[config.mk]
export PLATFORM = sky130hd
export DESIGN_NAME = infix_to_postfix_converter_top
export DESIGN_NICKNAME = d
export VERILOG_FILES = /design/src/rtl/itp_pkg.sv /design/src/rtl/itp_stack.sv /design/src/rtl/itp_class.sv /design/src/rtl/infix_to_postfix_converter_top.sv
export VERILOG_INCLUDE_DIRS = /design/src /design/src/rtl
export SDC_FILE = /design/constraint.sdc
export NUM_CORES = 1
export LEC_CHECK = 0
export ABC_CLOCK_PERIOD_IN_PS = 5200
export BUFFER_PORTS_ARGS = -buffer_cell sky130_fd_sc_hd__buf_2
export CAP_MARGIN = 5
export CORE_MARGIN = 2
export CORE_UTILIZATION = 60
export CTS_CLUSTER_SIZE = 10
export DETAILED_ROUTE_END_ITERATION = 10
export MAX_ROUTING_LAYER = met4
export PLACE_DENSITY = 0.82
export SETUP_SLACK_MARGIN = 0.4
export SYNTH_ARGS = -nofsm -noshare
export SYNTH_HDL_FRONTEND = slang
export SYNTH_HIERARCHICAL = 1
export SYNTH_SLANG_ARGS = --single-unit
[constraint.sdc]
create_clock -name i_clk -period 5.2 [get_ports i_clk]
set_input_delay 0.78 -clock i_clk [delete_from_list [all_inputs] [get_ports i_clk]]
set_output_delay 0.78 -clock i_clk [all_outputs]
set_load 0.02 [all_outputs]
[src/rtl/infix_to_postfix_converter_top_defines.svh]
// Assertion macros shared by the infix to postfix converter RTL.
`ifndef INFIX_TO_POSTFIX_CONVERTER_TOP_DEFINES_SVH
`define INFIX_TO_POSTFIX_CONVERTER_TOP_DEFINES_SVH

// Same-cycle implication, checked outside reset.
`define ITP_ASSERT_NOW(lbl, clk, rst_n, ante, cons, msg) \
    lbl: assert property (@(posedge clk) disable iff (!rst_n) (ante) |-> (cons)) \
        else $error(msg);

// Next-cycle implication, checked outside reset.
`define ITP_ASSERT_NEXT(lbl, clk, rst_n, ante, cons, msg) \
    lbl: assert property (@(posedge clk) disable iff (!rst_n) (ante) |=> (cons)) \
        else $error(msg);

`endif

[src/rtl/itp_pkg.sv]
// Package: payload types, operator codes, status codes and lookup functions.
package itp_pkg;

    localparam int DEFAULT_STACK_DEPTH = 32;

    // Operator stack codes
    localparam logic [2:0] CODE_NONE  = 3'd0;
    localparam logic [2:0] CODE_LPAR  = 3'd1;
    localparam logic [2:0] CODE_PLUS  = 3'd2;
    localparam logic [2:0] CODE_MINUS = 3'd3;
    localparam logic [2:0] CODE_MUL   = 3'd4;
    localparam logic [2:0] CODE_DIV   = 3'd5;
    localparam logic [2:0] CODE_POW   = 3'd6;

    // Status codes
    localparam logic [2:0] ST_OK        = 3'd0;
    localparam logic [2:0] ST_INVALID   = 3'd1;
    localparam logic [2:0] ST_UNMATCHED = 3'd2;
    localparam logic [2:0] ST_UNCLOSED  = 3'd3;
    localparam logic [2:0] ST_OVERFLOW  = 3'd4;

    // Characters
    localparam logic [7:0] CH_LPAR  = 8'd40;
    localparam logic [7:0] CH_RPAR  = 8'd41;
    localparam logic [7:0] CH_MUL   = 8'd42;
    localparam logic [7:0] CH_PLUS  = 8'd43;
    localparam logic [7:0] CH_MINUS = 8'd45;
    localparam logic [7:0] CH_DIV   = 8'd47;
    localparam logic [7:0] CH_POW   = 8'd94;
    localparam logic [7:0] CH_NUL   = 8'd0;

    typedef struct packed {
        logic [7:0] symbol;
        logic       end_of_expr;
    } t_in_item;

    typedef struct packed {
        logic [7:0] out_symbol;
        logic       has_symbol;
        logic       out_last;
        logic [2:0] status;
    } t_out_item;

    // Decode result handed from the classifier to the sequencer
    typedef struct packed {
        logic       letter;
        logic       rparen;
        logic [2:0] code;
        logic       top_lpar;
        logic       top_pops;
    } t_class;

    function automatic logic [2:0] classify(input logic [7:0] c);
        logic [2:0] r;
        case (c)
            CH_LPAR:  r = CODE_LPAR;
            CH_PLUS:  r = CODE_PLUS;
            CH_MINUS: r = CODE_MINUS;
            CH_MUL:   r = CODE_MUL;
            CH_DIV:   r = CODE_DIV;
            CH_POW:   r = CODE_POW;
            default:  r = CODE_NONE;
        endcase
        return r;
    endfunction

    function automatic logic [7:0] code_char(input logic [2:0] code);
        logic [7:0] r;
        case (code)
            CODE_LPAR:  r = CH_LPAR;
            CODE_PLUS:  r = CH_PLUS;
            CODE_MINUS: r = CH_MINUS;
            CODE_MUL:   r = CH_MUL;
            CODE_DIV:   r = CH_DIV;
            CODE_POW:   r = CH_POW;
            default:    r = CH_NUL;
        endcase
        return r;
    endfunction

    function automatic logic [1:0] code_prec(input logic [2:0] code);
        logic [1:0] r;
        case (code)
            CODE_PLUS, CODE_MINUS: r = 2'd1;
            CODE_MUL, CODE_DIV:    r = 2'd2;
            CODE_POW:              r = 2'd3;
            default:               r = 2'd0;
        endcase
        return r;
    endfunction

endpackage

[src/rtl/itp_stack.sv]
// Operator stack storage: single write port, registered read port.
module itp_stack #(
    parameter int STACK_DEPTH = itp_pkg::DEFAULT_STACK_DEPTH,
    localparam int AW = (STACK_DEPTH > 1) ? $clog2(STACK_DEPTH) : 1
) (
    input  logic          i_clk,
    input  logic          i_wr_en,
    input  logic [AW-1:0] i_wr_addr,
    input  logic [2:0]    i_wr_code,
    input  logic          i_rd_en,
    input  logic [AW-1:0] i_rd_addr,
    output logic [2:0]    o_rd_code
);

    logic [2:0] r_mem [STACK_DEPTH];
    logic [2:0] r_rd_code;

    // Write the pushed code
    always_ff @(posedge i_clk) begin
        if (i_wr_en) begin
            r_mem[i_wr_addr] <= i_wr_code;
        end
    end

    // Register the top-of-stack read
    always_ff @(posedge i_clk) begin
        if (i_rd_en) begin
            r_rd_code <= r_mem[i_rd_addr];
        end
    end

    assign o_rd_code = r_rd_code;

endmodule

[src/rtl/itp_class.sv]
// Character classifier and precedence compare unit shared by all stack steps.
module itp_class (
    input  logic [7:0]      i_symbol,
    input  logic [2:0]      i_top,
    output itp_pkg::t_class o_class
);

    logic [2:0] code;

    // Decode the held character
    assign code = itp_pkg::classify(i_symbol);

    always_comb begin
        o_class.letter   = (i_symbol inside {[8'd97:8'd122], [8'd65:8'd90]});
        o_class.rparen   = (i_symbol == itp_pkg::CH_RPAR);
        o_class.code     = code;
        o_class.top_lpar = (i_top == itp_pkg::CODE_LPAR);
        // Pop while the top binds at least as tightly as the incoming operator
        o_class.top_pops = (itp_pkg::code_prec(i_top) >= itp_pkg::code_prec(code));
    end

endmodule

[src/rtl/infix_to_postfix_converter_top.sv]
// Infix to postfix converter top level: sequencer, output register and stack.
//
// Input channel (i_in_valid / o_in_ready / i_in_data) takes one character per
// transfer, with end_of_expr marking the last one. Output channel
// (o_out_valid / i_out_ready / o_out_data) delivers postfix characters and,
// for every expression, one closing item with out_last set and the status.
// Each character is worked by a small sequencer that drives one compare unit
// and both stack ports. A letter, '(' or dropped character passes through
// the decode and tail states before the next transfer; a letter is emitted
// from the decode state. Every popped operator takes a stack read, then a
// compare and emit; pops end when the stack empties, at '(', or for an
// operator at a lower one. The final item adds the flush, a stack read and
// emit per remaining entry, then the empty check and the end marker (an
// error skips the flush and goes straight to the end marker).
// Ready is high only while the sequencer is idle and out of reset.
// Results sit in one output register; when the receiver stalls, the
// sequencer waits at the next emit and resumes once the register is taken.
// After an error, later characters of the expression are dropped; the end
// marker carries the error code. Synchronous reset empties the stack, clears
// the error and drops any pending result; stack contents need no clearing.
module infix_to_postfix_converter_top #(
    parameter int STACK_DEPTH = itp_pkg::DEFAULT_STACK_DEPTH
) (
    input  logic                 i_clk,
    input  logic                 i_rst_n,
    input  logic                 i_in_valid,
    output logic                 o_in_ready,
    input  itp_pkg::t_in_item    i_in_data,
    output logic                 o_out_valid,
    input  logic                 i_out_ready,
    output itp_pkg::t_out_item   o_out_data
);

`include "infix_to_postfix_converter_top_defines.svh"

    localparam int AW = (STACK_DEPTH > 1) ? $clog2(STACK_DEPTH) : 1;
    localparam int CW = $clog2(STACK_DEPTH + 1);
    localparam logic [CW-1:0] FULL_COUNT = CW'(STACK_DEPTH);

    // Sequencer states
    localparam logic [2:0] S_IDLE    = 3'd0;
    localparam logic [2:0] S_DECODE  = 3'd1;
    localparam logic [2:0] S_LOOP_RD = 3'd2;
    localparam logic [2:0] S_LOOP_EV = 3'd3;
    localparam logic [2:0] S_TAIL    = 3'd4;
    localparam logic [2:0] S_END     = 3'd5;

    // Pop loop modes
    localparam logic [1:0] M_CLOSE = 2'd0;
    localparam logic [1:0] M_OP    = 2'd1;
    localparam logic [1:0] M_FLUSH = 2'd2;

    logic [2:0]          r_state, n_state;
    logic [1:0]          r_mode, n_mode;
    logic [CW-1:0]       r_count, n_count;
    logic [2:0]          r_err, n_err;
    itp_pkg::t_in_item   r_item;
    logic                r_out_valid;
    itp_pkg::t_out_item  r_out_data;

    logic                wr_en, rd_en, emit, out_free, full;
    logic [AW-1:0]       wr_addr, rd_addr;
    logic [CW-1:0]       count_m1;
    logic [2:0]          top_code;
    itp_pkg::t_out_item  emit_data;
    itp_pkg::t_class     cls;

    itp_stack #(
        .STACK_DEPTH(STACK_DEPTH)
    ) u_stack (
        .i_clk     (i_clk),
        .i_wr_en   (wr_en),
        .i_wr_addr (wr_addr),
        .i_wr_code (cls.code),
        .i_rd_en   (rd_en),
        .i_rd_addr (rd_addr),
        .o_rd_code (top_code)
    );

    itp_class u_class (
        .i_symbol (r_item.symbol),
        .i_top    (top_code),
        .o_class  (cls)
    );

    assign out_free = !r_out_valid || i_out_ready;
    assign full     = (r_count == FULL_COUNT);
    assign count_m1 = r_count - CW'(1);

    // Sequencer next state
    always_comb begin
        n_state   = r_state;
        n_mode    = r_mode;
        n_count   = r_count;
        n_err     = r_err;
        wr_en     = 1'b0;
        wr_addr   = r_count[AW-1:0];
        rd_en     = 1'b0;
        rd_addr   = count_m1[AW-1:0];
        emit      = 1'b0;
        emit_data = '0;
        case (r_state)
            S_IDLE: begin
                if (i_in_valid) begin
                    n_state = S_DECODE;
                end
            end
            S_DECODE: begin
                if (r_err != itp_pkg::ST_OK) begin
                    n_state = S_TAIL;
                end else if (cls.letter) begin
                    if (out_free) begin
                        emit      = 1'b1;
                        emit_data = '{r_item.symbol, 1'b1, 1'b0, itp_pkg::ST_OK};
                        n_state   = S_TAIL;
                    end
                end else if (cls.rparen) begin
                    n_mode  = M_CLOSE;
                    n_state = S_LOOP_RD;
                end else if (cls.code == itp_pkg::CODE_LPAR) begin
                    if (full) begin
                        n_err = itp_pkg::ST_OVERFLOW;
                    end else begin
                        wr_en   = 1'b1;
                        n_count = r_count + CW'(1);
                    end
                    n_state = S_TAIL;
                end else if (cls.code != itp_pkg::CODE_NONE) begin
                    n_mode  = M_OP;
                    n_state = S_LOOP_RD;
                end else begin
                    n_err   = itp_pkg::ST_INVALID;
                    n_state = S_TAIL;
                end
            end
            S_TAIL: begin
                if (!r_item.end_of_expr) begin
                    n_state = S_IDLE;
                end else if (r_err == itp_pkg::ST_OK) begin
                    n_mode  = M_FLUSH;
                    n_state = S_LOOP_RD;
                end else begin
                    n_state = S_END;
                end
            end
            S_LOOP_RD: begin
                if (r_count == '0) begin
                    case (r_mode)
                        M_CLOSE: begin
                            n_err   = itp_pkg::ST_UNMATCHED;
                            n_state = S_TAIL;
                        end
                        M_OP: begin
                            wr_en   = 1'b1;
                            n_count = r_count + CW'(1);
                            n_state = S_TAIL;
                        end
                        default: begin
                            n_state = S_END;
                        end
                    endcase
                end else begin
                    rd_en   = 1'b1;
                    n_state = S_LOOP_EV;
                end
            end
            S_LOOP_EV: begin
                if (r_mode == M_CLOSE && cls.top_lpar) begin
                    // drop the matching open paren
                    n_count = count_m1;
                    n_state = S_TAIL;
                end else if (r_mode == M_OP && (cls.top_lpar || !cls.top_pops)) begin
                    if (full) begin
                        n_err = itp_pkg::ST_OVERFLOW;
                    end else begin
                        wr_en   = 1'b1;
                        n_count = r_count + CW'(1);
                    end
                    n_state = S_TAIL;
                end else if (r_mode == M_FLUSH && cls.top_lpar) begin
                    n_count = count_m1;
                    n_err   = itp_pkg::ST_UNCLOSED;
                    n_state = S_END;
                end else if (out_free) begin
                    emit      = 1'b1;
                    emit_data = '{itp_pkg::code_char(top_code), 1'b1, 1'b0, itp_pkg::ST_OK};
                    n_count   = count_m1;
                    n_state   = S_LOOP_RD;
                end
            end
            S_END: begin
                if (out_free) begin
                    emit      = 1'b1;
                    emit_data = '{itp_pkg::CH_NUL, 1'b0, 1'b1, r_err};
                    n_count   = '0;
                    n_err     = itp_pkg::ST_OK;
                    n_state   = S_IDLE;
                end
            end
            default: begin
                n_state = S_IDLE;
            end
        endcase
    end

    // Advance the sequencer
    always_ff @(posedge i_clk) begin
        if (!i_rst_n) begin
            r_state <= S_IDLE;
            r_mode  <= M_CLOSE;
            r_count <= '0;
            r_err   <= itp_pkg::ST_OK;
        end else begin
            r_state <= n_state;
            r_mode  <= n_mode;
            r_count <= n_count;
            r_err   <= n_err;
        end
    end

    // Hold the accepted character
    always_ff @(posedge i_clk) begin
        if (i_in_valid && o_in_ready) begin
            r_item <= i_in_data;
        end
    end

    // Load or drain the output register
    always_ff @(posedge i_clk) begin
        if (!i_rst_n) begin
            r_out_valid <= 1'b0;
        end else if (emit) begin
            r_out_valid <= 1'b1;
        end else if (i_out_ready) begin
            r_out_valid <= 1'b0;
        end
    end

    always_ff @(posedge i_clk) begin
        if (emit) begin
            r_out_data <= emit_data;
        end
    end

    assign o_in_ready  = (r_state == S_IDLE) && i_rst_n;
    assign o_out_valid = r_out_valid;
    assign o_out_data  = r_out_data;

    `ITP_ASSERT_NOW(a_count_bound, i_clk, i_rst_n, 1'b1, r_count <= FULL_COUNT, "stack count past depth")
    `ITP_ASSERT_NEXT(a_accept_decode, i_clk, i_rst_n, i_in_valid && o_in_ready, r_state == S_DECODE, "transfer not decoded")
    `ITP_ASSERT_NEXT(a_end_clears, i_clk, i_rst_n, r_state == S_END && out_free, r_count == '0 && r_err == itp_pkg::ST_OK && o_out_valid && o_out_data.out_last, "end marker did not clear state")
    `ITP_ASSERT_NOW(a_flush_no_err, i_clk, i_rst_n, (r_state == S_LOOP_RD || r_state == S_LOOP_EV) && r_mode == M_FLUSH, r_err == itp_pkg::ST_OK, "flush after error")

endmodule
Word level (Yosys, flattened, before mapping)
Memory sizes are Yosys's and may differ from the RTL's. A register that Yosys moved wholly into a read port is not among the register bits.
Cells that the tools add are included.
- flip-flop bits (word level): 37
- RAM bits: 96
- input bits: 13
- logic and storage cells: 180
- memories kept: 1
- memories (name ; depth ; width ; read ports ; clocked after Yosys merged registers in ; write ports ; line ; source):
    u_stack.r_mem ; 32 ; 3 ; 1 ; 1 ; 1 ; itp_stack.sv:15 ; logic [2:0] r_mem [STACK_DEPTH];
- add/sub/neg operators: 2
- order comparisons: 5
- equality and inequality tests: 45
- multiplexer cells: 86
- reduce and logical (&&, ||, !) cells: 30
- operators by type and width (kind ; count):
    2-to-1 mux 3 bit ; 26
    2-to-1 mux 6 bit ; 12
    equality test 8 x 6 -> 1 bit (second input constant) ; 6
    2-to-1 mux 12 bit ; 4
    case mux 7 bit (6 select lines) ; 1
    2-to-1 mux 13 bit ; 3
    case mux 13 bit (3 select lines) ; 1
    case mux 3 bit (6 select lines) ; 2
    equality test 3 bit (second input constant) ; 8
    inequality test 2 bit (second input constant) ; 12
    case mux 6 bit (4 select lines) ; 1
    2-to-1 mux 1 bit ; 22
    equality test 3 x 2 -> 1 bit (second input constant) ; 6
    >= comparator 8 x 7 -> 1 bit (second input constant) ; 2
    less-or-equal comparator 8 x 7 -> 1 bit (second input constant) ; 2
    2-to-1 mux 2 bit ; 7
    inequality test 3 bit (second input constant) ; 4
    case mux 2 bit (3 select lines) ; 2
    case mux 3 bit (4 select lines) ; 1
    AND reduction 10 bit ; 1
    OR reduction 2 bit ; 5
    equality test 3 x 1 -> 1 bit (second input constant) ; 3
    AND reduction 9 bit ; 1
    equality test 8 x 7 -> 1 bit (second input constant) ; 1
    other kinds (22) ; 35

Logic depth before layout (Yosys ltp)
- depth after elaboration: 14
- gate-level depth with buffers: 13
- depth with buffers taken out: 12

Cells and area by module
Netlist, hierarchy kept.
- modules (own cells, without submodules) (module ; times used ; cells each ; area an instance (um2)):
    itp_stack ; 1 ; 185 ; 3946.3
    infix_to_postfix_converter_top ; 1 ; 235 ; 2230.9
    itp_class ; 1 ; 32 ; 229.0

Least setup slack after synthesis
No wires, ideal clock.
- kind: flip-flop to flip-flop
- start: register r_item[2] (netlist name)
- end: memory u_stack.r_mem[28][0] (enable)
- library setup time: 0.319 ns
- data arrival time: 3.484 ns
- setup slack: 1.397 ns
- stages on the path, launching flop included: 9
- buffers on the path: 1
- cell sequence: edfxtp_1 > or3_4 > a21oi_1 > nor3b_2 > a32oi_1 > o22ai_1 > or3b_2 > clkbuf_1 > nor2_1
- RTL lines (element ; line ; source):
    from (decl) ; infix_to_postfix_converter_top.sv:57 ; itp_pkg::t_in_item r_item;
    from (signal assigned) ; infix_to_postfix_converter_top.sv:224 ; r_item <= i_in_data;
    to (decl) ; itp_stack.sv:15 ;

==> summary.md <==
| Metric | Value |
|---|---|
| Outcome | `finished clean` |
| Setup TNS | `0 ns` |
| Mapped Cells | `452` |
| Final #Nets | `approximately 500` |
| Multi-input gate area | `2310 µm²` |
| DIE AREA | `~12,000 µm²` |
| Antenna violations before repair | `0` |
| CP Data Required Time | `5.41 ns` |
| Tot GR Track Use | `0.252` |
| Root Driver | `clkbuf_8` |
| Number of flops mapped to enable cells by yosys | `between 100 and 150` |
| WL final | `12,800 µm` |
| Yosys reg bits | `136` |
| Worst Path Max Fanout | `8` |
| CTS H-tree depth | `4` |
| Post-CTS Setup Bufs | `0` |
| Max Clock Skew | `0.00628 ns` |
| Max Root-Sink Buffers | `2` |
| Die Ht | `107 µm` |
| Worst slew pin tran | `between 0.7 and 0.8 ns` |
| Synthesis Warnings | `6` |
| Total grt overflow | `0` |
| Bufs and invs on worst path | `0` |
| CP arrival | `4.13 ns` |
| Final Cycle Share | `0.753` |
| Starting Density | `0.621` |
| Syn_area_per_cell | `between 10 and 15 µm²` |
| Max Clk Rate | `255 MHz` |
| Seq/Total Area, Yosys | `0.614` |
| Kind of critical path | `flip-flop to flip-flop` |
| Peak supply drop | `~0.0003 V` |
| Fin cells | `630` |
| Reg area | `3930 µm²` |
| Final Hold Viols | `0` |
| Max Slew Vio Count | `0` |
| Commonest cells after routing, fill and taps aside | `121 x edfxtp_1, 52 x nor2_1, 34 x nand2_1, 29 x mux4_2, 27 x buf_2` |
| Vias in the first global route | `about 4,000` |
| Placed instance count | `598` |
| WL per Instance | `just over 20 µm` |
| Global-route wire length before repair | `20,900 µm` |
| Mapped cell area | `6410 µm²` |
| # IOs | `28` |
| # rows | `37` |
| Fin crit period | `3.92 ns` |
| Post-synth cell types | `70` |
| Drt drc | `0` |
| Post_cts resized | `0` |
| Core outline area | `10,300 µm²` |
| Crit path cell chain | `nor3b_2 -> nand3_1 -> o22ai_1 -> ha_1 -> nand2b_1 -> a21o_1 -> nand2b_1 -> and2_0 -> a32oi_1 -> o22ai_1 -> or3b_2 -> nor2_1` |
| Asr flop ratio synth | `0` |
| Post-CTS Hold Fix Bufs | `0` |
| Clock latency on the worst-skew pair | `around 0.54 ns` |
| Length of the first detailed-routing pass in iterations | `5` |
| Fill cells | `662` |
| Max cap viols | `0` |
| Largest net degree at the start of global routing | `36` |
| CP max stage delay | `approximately 0.61 ns` |
| Via count | `4,090` |
| Slowest-stage cell, CP | `or3b_2` |
| Clock sink count | `around 140` |
| Layout cells sized above 1 | `0.247` |
| Iter 0 DRT Violations | `between 300 and 400` |
| HP Class | `input port to flip-flop` |
| DIE WIDTH | `107 µm` |
| Syn nets | `470` |
| Area added between synthesis and finish | `13.4%` |
| Gpl congestion | `0.933` |
| Ant. Diodes | `0` |
| PwrDens | `387 nW/µm²` |
| RSZ-0062 raised after global routing | `false` |
| IO Port Bufs | `27` |
| Drt via density | `6.49` |
| Top FF cell, synth | `edfxtp_1` |
| Critical Path Start Type | `flip-flop` |
| Pleak | `2.52 nW` |
| Crit end category | `flip-flop` |
| Clock-pin slew on the worst setup and hold paths | `0.06 ns` |
| Cts bufs inserted | `17` |
| Relative slew margins | `0.478` |
| Antenna-violating nets left | `0` |
| Final setup viols | `0` |
| Most common cell after layout, fill and taps aside | `edfxtp_1` |
| CTS tree | `done` |
| Delay-heaviest family, CP | `simple AND/OR/NAND/NOR gates` |
| HPWL after DPL | `8320 µm` |
## cell type report
class | count | area share
multi-input combinational | 284 | 0.318
clock buffer | 18 | 0.0575
timing repair buffer | 33 | 0.0248
tap | 136 | 0.0234
clock inverter | 14 | 0.0305
sequential | 136 | 0.541
inverter | 9 | 0.00465
## worst paths after layout
kind | start | end | slack [ns] | cells after the start
min | i_in_data[6] | r_item[6] | 0.42 | 1
min reg2reg | r_err[0] | r_err[0] | 0.50 | 2
max reg2reg | r_item[5] | u_stack/r_mem[12][0] | 1.28 | 12
max | r_item[5] | u_stack/r_mem[12][0] | 1.28 | 12
## synthesized netlist by cell type (all sizes together), types with 6 or more instances
master | instances | area share
edfxtp | 121 | 0.57
nor2 | 52 | 0.030
nand2 | 34 | 0.020
mux4 | 30 | 0.11
a21oi | 16 | 0.013
o21ai | 16 | 0.013
dfxtp | 15 | 0.047
buf | 14 | 0.018
nand3 | 10 | 0.0078
nor3 | 10 | 0.0094
clkbuf | 9 | 0.0053
inv | 7 | 0.0041
o22ai | 7 | 0.0068
a21o | 6 | 0.0082
and3 | 6 | 0.0061
nand3b | 6 | 0.0070
nor2b | 6 | 0.0059
nor3b | 6 | 0.0094
xnor2 | 6 | 0.0082
## worst register-to-register path, cell delays in order, from the launching register on
cell      delay, ns
edfxtp_1       0.47
nor3b_2        0.27
nand3_1        0.17
o22ai_1        0.23
ha_1           0.25
nand2b_1       0.15
a21o_1         0.18
nand2b_1       0.15
and2_0         0.30
a32oi_1        0.10
o22ai_1        0.39
or3b_2         0.61
nor2_1         0.32
## cell families after synthesis
family | share of synthesized area
AND/OR/NAND/NOR | 0.134
buffers and inverters | 0.0289
multiplexers | 0.116
AO/OA/AOI/OAI | 0.0850
adder cells (fa/ha/maj) | 0.00977
flip-flops | 0.614
XOR/XNOR | 0.0123
## stage by stage
step | total power [mW] | hold WS [ns] | worst slack, ns | util | area [µm²]
2_1_floorplan | 1.48 | 0.457 | 1.40 | - | 6410
3_3_place_gp | 1.53 | 0.481 | 1.63 | 0.642 | 6630
3_5_place_dp | 1.54 | 0.490 | 1.41 | 0.642 | 6630
4_1_cts | 2.82 | 0.402 | 1.36 | 0.704 | 7270
5_1_grt | 2.90 | 0.401 | 1.11 | 0.704 | 7270
6_report | 2.81 | 0.418 | 1.28 | 0.704 | 7270
## registers in the layout (all words and copies together), names as in the netlist
name	count
o_out_data	13
o_out_valid	1
r_count	6
r_err	3
r_item	9
r_mode	2
r_state	3
u_stack/o_rd_code	3
u_stack/r_mem	96
## routing by layer
layer / vias up / share of wire / global-route usage
met1: 2028 / 0.40 / 0.314
met5: - / 0 / -
met2: 207 / 0.50 / 0.396
met3: 42 / 0.068 / 0.0539
met4: 0 / 0.035 / 0.127
li1: 1813 / - / -
## where the power goes
group	leakage (nW)	internal, mW	switching (mW)	total [mW]
Combinational	0.980	0.147	0.154	0.301
Sequential	1.23	1.20	0.0257	1.22
Clock	0.304	0.832	0.455	1.29
No activity file was read; power rests on OpenSTA's default activity.
